`src/design/dwts_pkg.sv`:
```
// ----------------------------------------------------------------------------
// dwts_pkg: shared types, codes and helpers for the daily window timer switch
// Holds the action and item kind codes, register indexes, the window
// configuration bundle and the BCD to minute-of-day conversion.
// ----------------------------------------------------------------------------
package dwts_pkg;

	// field widths
	localparam int HOUR_W   = 6;
	localparam int MINUTE_W = 7;
	localparam int BCD_W    = 8;
	localparam int ACTION_W = 2;
	localparam int IDX_W    = 3;
	localparam int DATA_W   = 8;

	// minute of day, widest case is 165 * 60 + 165 for non-BCD digits
	localparam int MIN_W = 14;

	// action codes
	localparam logic [ACTION_W-1:0] ACT_NONE = 2'd0;
	localparam logic [ACTION_W-1:0] ACT_ON   = 2'd1;
	localparam logic [ACTION_W-1:0] ACT_OFF  = 2'd2;

	// item kinds
	localparam logic KIND_CHECK = 1'b0;
	localparam logic KIND_PRESS = 1'b1;

	// register indexes
	localparam logic [IDX_W-1:0] REG_ALARM_ENABLE     = 3'd0;
	localparam logic [IDX_W-1:0] REG_START_HOUR       = 3'd1;
	localparam logic [IDX_W-1:0] REG_START_MINUTE     = 3'd2;
	localparam logic [IDX_W-1:0] REG_STOP_HOUR        = 3'd3;
	localparam logic [IDX_W-1:0] REG_STOP_MINUTE      = 3'd4;
	localparam logic [IDX_W-1:0] REG_ON_INSIDE_WINDOW = 3'd5;

	// register reset values
	localparam logic [BCD_W-1:0] BCD_RESET = 8'hff;

	typedef logic [MIN_W-1:0] minutes_t;

	// window settings as seen by the check logic
	typedef struct packed {
		logic     enable;
		logic     on_inside;
		minutes_t start_min;
		minutes_t stop_min;
	} window_cfg_t;

	// two nibbles weighted as tens and units, digits above nine kept as is
	function automatic logic [BCD_W-1:0] bcd_value(input logic [BCD_W-1:0] v);
		logic [BCD_W-1:0] tens;
		logic [BCD_W-1:0] units;
		tens  = BCD_W'({4'd0, v[7:4]} * 8'd10);
		units = {4'd0, v[3:0]};
		return BCD_W'(tens + units);
	endfunction

	// hour and minute in BCD to minute of day
	function automatic minutes_t day_minutes(input logic [BCD_W-1:0] h,
		input logic [BCD_W-1:0] m);
		minutes_t hm;
		minutes_t mm;
		hm = MIN_W'({6'd0, bcd_value(h)} * 14'd60);
		mm = {6'd0, bcd_value(m)};
		return MIN_W'(hm + mm);
	endfunction

endpackage

```
`src/design/dwts_cfg.sv`:
```
// ----------------------------------------------------------------------------
// dwts_cfg: configuration registers
// Holds the six window settings and presents start and stop as minutes of
// day together with the enable and drive level.
// ----------------------------------------------------------------------------
module dwts_cfg (
	input  logic                      clk,
	input  logic                      arst_n,
	input  logic                      cfg_we,
	input  logic [dwts_pkg::IDX_W-1:0]  cfg_index,
	input  logic [dwts_pkg::DATA_W-1:0] cfg_data,
	output dwts_pkg::window_cfg_t     win_cfg
);
	import dwts_pkg::*;

	logic             alarm_enable_q;
	logic [BCD_W-1:0] start_hour_q;
	logic [BCD_W-1:0] start_minute_q;
	logic [BCD_W-1:0] stop_hour_q;
	logic [BCD_W-1:0] stop_minute_q;
	logic             on_inside_q;

	// register writes, unknown indexes ignored
	always_ff @(posedge clk or negedge arst_n) begin
		if (!arst_n) begin
			alarm_enable_q <= 1'b0;
			start_hour_q   <= BCD_RESET;
			start_minute_q <= BCD_RESET;
			stop_hour_q    <= BCD_RESET;
			stop_minute_q  <= BCD_RESET;
			on_inside_q    <= 1'b1;
		end else if (cfg_we) begin
			case (cfg_index)
				REG_ALARM_ENABLE:     alarm_enable_q <= cfg_data[0];
				REG_START_HOUR:       start_hour_q   <= cfg_data;
				REG_START_MINUTE:     start_minute_q <= cfg_data;
				REG_STOP_HOUR:        stop_hour_q    <= cfg_data;
				REG_STOP_MINUTE:      stop_minute_q  <= cfg_data;
				REG_ON_INSIDE_WINDOW: on_inside_q    <= cfg_data[0];
				default: ;
			endcase
		end
	end

	// window bounds in minutes of day
	always_comb begin
		win_cfg.enable    = alarm_enable_q;
		win_cfg.on_inside = on_inside_q;
		win_cfg.start_min = day_minutes(start_hour_q, start_minute_q);
		win_cfg.stop_min  = day_minutes(stop_hour_q, stop_minute_q);
	end

endmodule

```
`src/design/dwts_core.sv`:
```
// ----------------------------------------------------------------------------
// dwts_core: item path
// Input register, window test and edge detect, and the result register.
// The window flag and manual disable flag update as an item moves to the
// result register, so the next item sees them at once.
// ----------------------------------------------------------------------------
module dwts_core (
	input  logic                          clk,
	input  logic                          arst_n,
	input  dwts_pkg::window_cfg_t         win_cfg,
	input  logic                          in_valid,
	output logic                          in_stall,
	input  logic                          kind,
	input  logic [dwts_pkg::HOUR_W-1:0]   hour_bcd,
	input  logic [dwts_pkg::MINUTE_W-1:0] minute_bcd,
	output logic                          out_valid,
	input  logic                          out_stall,
	output logic [dwts_pkg::ACTION_W-1:0] action
);
	import dwts_pkg::*;

	logic                valid_s1;
	logic                kind_s1;
	logic [HOUR_W-1:0]   hour_s1;
	logic [MINUTE_W-1:0] minute_s1;

	logic                out_valid_q;
	logic [ACTION_W-1:0] action_q;
	logic                in_window_q;
	logic                manual_dis_q;

	logic                advance;
	logic                accept;
	minutes_t            now_min;
	logic                win_hit;
	logic [ACTION_W-1:0] act_next;
	logic                in_window_next;
	logic                manual_dis_next;

	// handshake: result register frees when empty or taken
	assign advance  = !out_valid_q || !out_stall;
	assign in_stall = valid_s1 && !advance;
	assign accept   = in_valid && !in_stall;

	// input register
	always_ff @(posedge clk or negedge arst_n) begin
		if (!arst_n) begin
			valid_s1 <= 1'b0;
		end else if (accept) begin
			valid_s1 <= 1'b1;
		end else if (advance) begin
			valid_s1 <= 1'b0;
		end
	end

	always_ff @(posedge clk) begin
		if (accept) begin
			kind_s1   <= kind;
			hour_s1   <= hour_bcd;
			minute_s1 <= minute_bcd;
		end
	end

	// window test, wraps past midnight when start is not before stop
	always_comb begin
		now_min = day_minutes({2'd0, hour_s1}, {1'b0, minute_s1});
		if (!win_cfg.enable) begin
			win_hit = 1'b0;
		end else if (win_cfg.start_min < win_cfg.stop_min) begin
			win_hit = (now_min >= win_cfg.start_min) && (now_min < win_cfg.stop_min);
		end else begin
			win_hit = (now_min >= win_cfg.start_min) || (now_min < win_cfg.stop_min);
		end
	end

	// entry and exit edges, manual press handling
	always_comb begin
		act_next        = ACT_NONE;
		in_window_next  = in_window_q;
		manual_dis_next = manual_dis_q;
		if (kind_s1 == KIND_PRESS) begin
			manual_dis_next = 1'b1;
		end else begin
			in_window_next = win_hit;
			if (win_hit) begin
				if (!in_window_q) begin
					manual_dis_next = 1'b0;
					act_next = win_cfg.on_inside ? ACT_ON : ACT_OFF;
				end
			end else if (!manual_dis_q && in_window_q) begin
				act_next = win_cfg.on_inside ? ACT_OFF : ACT_ON;
			end
		end
	end

	// result register and state flags
	always_ff @(posedge clk or negedge arst_n) begin
		if (!arst_n) begin
			out_valid_q  <= 1'b0;
			in_window_q  <= 1'b0;
			manual_dis_q <= 1'b0;
		end else if (advance) begin
			out_valid_q <= valid_s1;
			if (valid_s1) begin
				in_window_q  <= in_window_next;
				manual_dis_q <= manual_dis_next;
			end
		end
	end

	always_ff @(posedge clk) begin
		if (advance && valid_s1) begin
			action_q <= act_next;
		end
	end

	assign out_valid = out_valid_q;
	assign action    = action_q;

endmodule

```
`src/design/daily_window_timer_switch.sv`:
```
// ----------------------------------------------------------------------------
// daily_window_timer_switch: daily on/off timer switch
// Checks BCD time samples against a configured daily window and reports
// entry and exit edges as drive-on or drive-off actions.
// ----------------------------------------------------------------------------
// Every item gives exactly one result, offered once the item moves from the
// input register to the result register, and a new item is taken in every
// cycle while results are being taken. The path
// is one input register, the BCD to minute conversion with the window
// compare, and one result register; the window and manual disable flags
// live beside the result register. Start and stop bounds are formed from
// the configuration registers, so write them only while no item is in
// flight. A manual press item always answers "no change".
module daily_window_timer_switch (
	input  logic                          clk,
	input  logic                          arst_n,
	input  logic                          cfg_we,
	input  logic [dwts_pkg::IDX_W-1:0]    cfg_index,
	input  logic [dwts_pkg::DATA_W-1:0]   cfg_data,
	input  logic                          in_valid,
	output logic                          in_stall,
	input  logic                          kind,
	input  logic [dwts_pkg::HOUR_W-1:0]   hour_bcd,
	input  logic [dwts_pkg::MINUTE_W-1:0] minute_bcd,
	output logic                          out_valid,
	input  logic                          out_stall,
	output logic [dwts_pkg::ACTION_W-1:0] action
);
	import dwts_pkg::*;

	window_cfg_t win_cfg;

	// configuration registers
	dwts_cfg u_cfg (
		.clk       (clk),
		.arst_n    (arst_n),
		.cfg_we    (cfg_we),
		.cfg_index (cfg_index),
		.cfg_data  (cfg_data),
		.win_cfg   (win_cfg)
	);

	// item path
	dwts_core u_core (
		.clk        (clk),
		.arst_n     (arst_n),
		.win_cfg    (win_cfg),
		.in_valid   (in_valid),
		.in_stall   (in_stall),
		.kind       (kind),
		.hour_bcd   (hour_bcd),
		.minute_bcd (minute_bcd),
		.out_valid  (out_valid),
		.out_stall  (out_stall),
		.action     (action)
	);

endmodule

```
`config.mk`:
```
export PLATFORM = sky130hd
export DESIGN_NAME = daily_window_timer_switch
export DESIGN_NICKNAME = d
export VERILOG_FILES = /design/src/design/dwts_pkg.sv /design/src/design/dwts_cfg.sv /design/src/design/dwts_core.sv /design/src/design/daily_window_timer_switch.sv
export SDC_FILE = /design/constraint.sdc
export NUM_CORES = 1
export LEC_CHECK = 0
export BUFFER_PORTS_ARGS = -buffer_cell sky130_fd_sc_hd__buf_4
export CAP_MARGIN = 0
export CELL_PAD_IN_SITES_DETAIL_PLACEMENT = 0
export CELL_PAD_IN_SITES_GLOBAL_PLACEMENT = 1
export CORE_MARGIN = 3
export CORE_UTILIZATION = 51
export DETAILED_ROUTE_END_ITERATION = 10
export PLACE_DENSITY = 0.81
export SETUP_SLACK_MARGIN = 0.5
export SYNTH_ARGS = -nofsm -noshare
export SYNTH_HDL_FRONTEND = slang
export SYNTH_SLANG_ARGS = --single-unit
```
`constraint.sdc`:
```
create_clock -name clk -period 7.5 [get_ports clk]
set_input_delay 0.375 -clock clk [delete_from_list [all_inputs] [get_ports clk]]
set_output_delay 0.375 -clock clk [all_outputs]
set_load 0.01 [all_outputs]
```
==> results of run 1 <==
## kinds of logic (layout without fill, tap and decap cells)
kind of cell | Yosys count | after routing | synth area share [%]
other cells | 1 | 2 | 0.0519
simple gates | 128 | 128 | 9.27
xor+xnor | 74 | 74 | 9.34
fa+ha+maj | 186 | 186 | 37.1
mux | 37 | 37 | 5.74
flops | 54 | 54 | 20.4
compound gates | 136 | 136 | 12.6
buf+inv | 105 | 146 | 5.46
## flip-flops by register name, summed over array words and instances, names as in the netlist, 2 cells and up
name	flops
u_cfg.start_hour_q	8
u_cfg.start_minute_q	8
u_cfg.stop_hour_q	8
u_cfg.stop_minute_q	8
u_core.minute_s1	7
u_core.hour_s1	6
u_core.action	2
## cell usage in the layout, fill, tap and decap left out, types with 5 or more instances in the layout
master and instances:
xnor2_1 40, a211oi_1 5, xor2_1 28, a21oi_1 46
nor2_1 36, o21ai_0 17, o21bai_1 5, fa_1 47
inv_1 104, clkbuf_16 5, nor3_1 8, dfrtp_1 5
nand3_1 10, buf_4 34, dfstp_2 33, nand2b_1 11
o21a_1 8, a21o_1 27, ha_1 139, mux2_2 35
edfxtp_1 16, nor2b_1 5, nand2_1 29
## worst paths after layout
kind,start,end,slack [ps],depth (start not counted)
max,u_cfg.start_hour_q[7],u_core.action[0],860,24
min,arst_n,u_cfg.alarm_enable_q,40,1
max reg2reg,u_cfg.start_hour_q[7],u_core.action[0],860,24
min reg2reg,u_core.valid_s1,u_core.out_valid,500,1
max in group asynchronous,arst_n,u_cfg.start_minute_q[0],7090,1
min in group clk,minute_bcd[5],u_core.minute_s1[5],250,1
## routing by layer
metal	track usage [%]	vias to the layer above	routed length [um]
met2	33.5	46	7110
met4	4.72	0	212
met5	0	-	0
met1	24.5	2414	6600
li1	-	2561	-
met3	2.22	16	275
## synth_stat cells (8+ instances only)
master	number
a21o_1	27
a21oi_1	46
dfstp_2	33
edfxtp_1	16
fa_1	47
ha_1	139
inv_1	104
mux2_2	35
nand2_1	29
nand2b_1	11
nand3_1	10
nor2_1	36
nor3_1	8
o21a_1	8
o21ai_0	17
xnor2_1	41
xor2_1	31
## per-stage QoR
step	area, um^2	cells	hold WS [ps]	util, %	setup slack [ps]
CTS	7830	938	51.2	57.8	664
detailed placement	7690	930	385	56.7	698
global route	7870	939	66.5	58.0	431
global placement	7690	930	366	56.7	936
finish	7870	939	43.0	58.0	859
floorplan	7220	722	79.4	-	1150
## area by class of cell
class                   count  area share, %
multi-input cells         563           68.5
clock buffers               6           1.64
well taps                 176           2.80
repair buffers             34           3.24
flip-flops and latches     54           18.7
clock inverters             2          0.175
inverters                 104           4.96
## what timing repair did
item | CTS | global route
endpoints found under the setup margin | 0 | 3
hold buffers | 0 | 0
buffers inserted | 0 | 1
resized for setup | 0 | 4
## critical path: stages (launching register included)
cell and delay [ps]:
dfstp_2 580, ha_1 250, ha_1 230, fa_1 500, xnor2_2 260, inv_1 140
fa_1 520, fa_1 520, inv_1 40, ha_1 340, and3_1 200, a221o_1 350
or2_1 250, xor2_2 180, nand4b_1 150, nand3b_1 230, xnor2_2 230, xor2_1 170
ha_1 180, and3_1 160, nand3_1 90, o31a_1 300, a31o_2 240, a21o_1 200
o22ai_1 160
==> flow_metrics.tcl, run 1 <==
set metrics [dict create \
    max-slew-margin-rel_pct 19.7 \
    htree_levels 2 \
    clk_pin_slew_ps 70 \
    antenna_left 0 \
    avgSynthCellArea_um2 10.0 \
    rsz0062_at_grt "no" \
    clk_latency_ps 300 \
    synthCells 721 \
    groute.usage.overall_pct 18.9 \
    grt_first_pass_wirelength_um 24600 \
    layout.area.seq_mm2 0.00147 \
    die_x_um 125 \
    root_buffer "clkbuf_16" \
    layout-drive-gt1-share_pct 16.8 \
    portBuffers 33 \
    status "completed" \
    grt_pass1_vias 5295 \
    wl_um 14200 \
    antenna_found_initial 0 \
    tightest_slew_ps 1190 \
    arrival_ps 6790 \
    drt_iter0_markers 159 \
    synth_edf_count 16 \
    max_freq_ghz 0.151 \
    yosysWarningCount 0 \
    drc 0 \
    ys_ff_latch 54 \
    viasPerCell 5.36 \
    finalNetCount 978 \
    fillers 1188 \
    cp-end-kind "flop" \
    dieArea_mm2 0.0156 \
    fin_crit_sh_pct 88.5 \
    initial_core_util_pct 53.3 \
    clockBufferDepth 2 \
    die_height_um 125 \
    timing_hold_violations_final 0 \
    cts_tree "built" \
    grt.overflow.total 0 \
    fin_skew_ps 8.97 \
    num_rows 42 \
    core_area_mm2 0.0136 \
    ys_types 62 \
    async_reset_ff_share_pct 70.4 \
    antenna_cells 0 \
    required_ps 7650 \
    timing.final.crit_period_ps 6640 \
    crit_path_max_fanout 5 \
    grt_max_degree 39 \
    synthTopCellsByArea "ha_1, fa_1, dfstp_2" \
    hold_path.class "input pin to async pin" \
    wire_per_inst_um 15.1 \
    synth.top_cell.area_share_pct 24.1 \
    critPathKind "flop to flop" \
    vias 5037 \
    syn2layout_area_growth_pct 8.98 \
    multi_input_area_mm2 0.00539 \
    finalSetupTns_ps 0 \
    finalSetupViolCount 0 \
    max_cap_viol_count 0 \
    synth_area_mm2 0.00722 \
    drv_slew 0 \
    dp_hpwl_um 12200 \
    cts_buffers 5 \
    gp_congestion 0.855 \
    io_pins 34 \
    ys.flop_type "dfstp_2" \
    ys_seq_area_share_pct 20.4 \
    critPathLaunchType "flop" \
    clock_sinks 54 \
    yosysTopAreaCell "ha_1" \
    first_pass_iters 4 \
]
Power of run 1 is left out: the tool's default activity adds up to more than one toggle a clock period on the data nets, which glitch-free logic cannot reach.
==> run 2: changes to the inputs <==
RECOVER_POWER = 100   (was default)
==> run 2 against run 1 <==
Compared with the run above: the flow now finishes with violations (max-capacitance violations, max-slew violations); fmax shrank 2.2%; via count up 0.16%; wire length stayed put; critical path depth unchanged; flip-flop and latch count stayed put; non-clock buffer count unchanged; count of clock-buffer cells in the layout unchanged; clock skew about the same; worst setup slack worse by 150 ps; highest routed layer unchanged.
==> flow_metrics.tcl, run 2 (same netlist as run 1, synthesis figures left out) <==
set metrics [dict create \
    status "finished with violations" \
    violations "max-capacitance violations, max-slew violations" \
    io_pins 34 \
    multi_input_area_mm2 0.00537 \
    syn2layout_area_growth_pct 8.42 \
    max_cap_viol_count 1 \
    die_height_um 125 \
    wire_per_inst_um 15.1 \
    r2r-start "u_cfg.start_hour_q[7]" \
    dp_hpwl_um 12200 \
    drv_slew 39 \
    mostFrequentLayoutCells "ha_1, inv_1, fa_1" \
    wl_met3_um 222 \
    max-slew-margin-rel_pct -40.1 \
    num_rows 42 \
    reg2reg_depth 24 \
    groute.usage.overall_pct 18.9 \
    wl_um 14200 \
    grt_pass1_vias 5295 \
    critPathLaunchType "flop" \
    whs_ps 270 \
    layout.area.seq_mm2 0.00147 \
    rsz0062_at_grt "no" \
    r2r-end "u_core.action[0]" \
    first_pass_iters 4 \
    design_area_mm2 0.00783 \
    hold_path_end "u_core.valid_s1" \
    fin_skew_ps 9.18 \
    hold_path.class "input pin to flop" \
    required_ps 7650 \
    met1_length_um 6640 \
    core_area_mm2 0.0136 \
    fin_util_pct 57.7 \
    hold_depth 2 \
    finalNetCount 978 \
    wl_met2_um 7120 \
    ctsHoldBuffers 0 \
    hold_start "in_valid" \
    grt_max_degree 39 \
    drt_iter0_markers 133 \
    initial_core_util_pct 53.3 \
    clk_pin_slew_ps 70 \
    critPathKind "flop to flop" \
    antenna_cells 0 \
    timing_hold_violations_final 0 \
    tightest_slew_ps 2100 \
    clock_sinks 54 \
    crit_path_max_fanout 5 \
    die_x_um 125 \
    layout-drive-gt1-share_pct 15.5 \
    vias 5045 \
    clockBufferDepth 2 \
    timing.final.crit_period_ps 6790 \
    htree_levels 2 \
    cts_buffers 5 \
    cts_tree "built" \
    rrSetupSlack_ps 710 \
    viasPerCell 5.37 \
    fillers 1191 \
    final_common_cell "ha_1" \
    portBuffers 33 \
    root_buffer "clkbuf_16" \
    antenna_found_initial 0 \
    max_freq_ghz 0.147 \
    gp_congestion 0.855 \
    clk_latency_ps 300 \
    antenna_left 0 \
    fin_crit_sh_pct 90.5 \
    grt.overflow.total 0 \
    cp-end-kind "flop" \
    maxUsedRoutingLayer "met4" \
    dpl_cell_area_mm2 0.00769 \
    finalSetupTns_ps 0 \
    arrival_ps 6940 \
    dieArea_mm2 0.0156 \
    grt_first_pass_wirelength_um 24600 \
    drc 0 \
    finalSetupViolCount 0 \
]
## run 2: per-stage QoR
step	instances	setup slack, ps
after floorplan	722	1150
after global placement	930	936
after detailed placement	930	698
after CTS	938	664
after global routing	939	268
final	939	709
## run 2: area by class of cell
class	count	area share, %
Inverter	104	4.99
Timing Repair Buffer	34	2.97
Multi-Input combinational cell	563	68.6
Tap cell	176	2.81
Sequential cell	54	18.8
Clock inverter	2	0.176
Clock buffer	6	1.65
## run 2: worst max path at each step
| stage | start | end | slack, ps | cells after the start |
|---|---|---|---|---|
| after floorplan | u_cfg.start_hour_q[5] | u_core.action[0] | 1150 | 24 |
| after global placement | u_cfg.start_hour_q[5] | u_core.action[0] | 940 | 24 |
| after detailed placement | u_cfg.start_hour_q[7] | u_core.action[0] | 700 | 24 |
| after CTS | u_cfg.start_hour_q[7] | u_core.action[0] | 660 | 24 |
| after global routing | u_cfg.start_hour_q[7] | u_core.action[0] | 270 | 24 |
| final | u_cfg.start_hour_q[7] | u_core.action[0] | 710 | 24 |
## run 2: critical path: stages (launching register included)
cell and delay [ps]:
dfstp_2 580, ha_1 250, ha_1 230, fa_1 480
xnor2_1 390, inv_1 170, fa_1 530, fa_1 520
inv_1 40, ha_1 340, and3_1 200, a221o_1 350
or2_1 250, xor2_2 180, nand4b_1 150, nand3b_1 230
xnor2_2 230, xor2_1 170, ha_1 180, and3_1 160
nand3_1 90, o31a_1 300, a31o_2 240, a21o_1 200
o22ai_1 160
## run 2: layer usage
layer	vias up	track usage (%)
met5	-	0
met4	0	4.72
met2	46	33.5
li1	2560	-
met1	2423	24.5
met3	16	2.22
## run 2: what timing repair did
item                       CTS  global route
setup buffers                0             1
setup endpoints to repair    0             3
resized for setup            0             4
Power of run 2 is left out for the same reason.
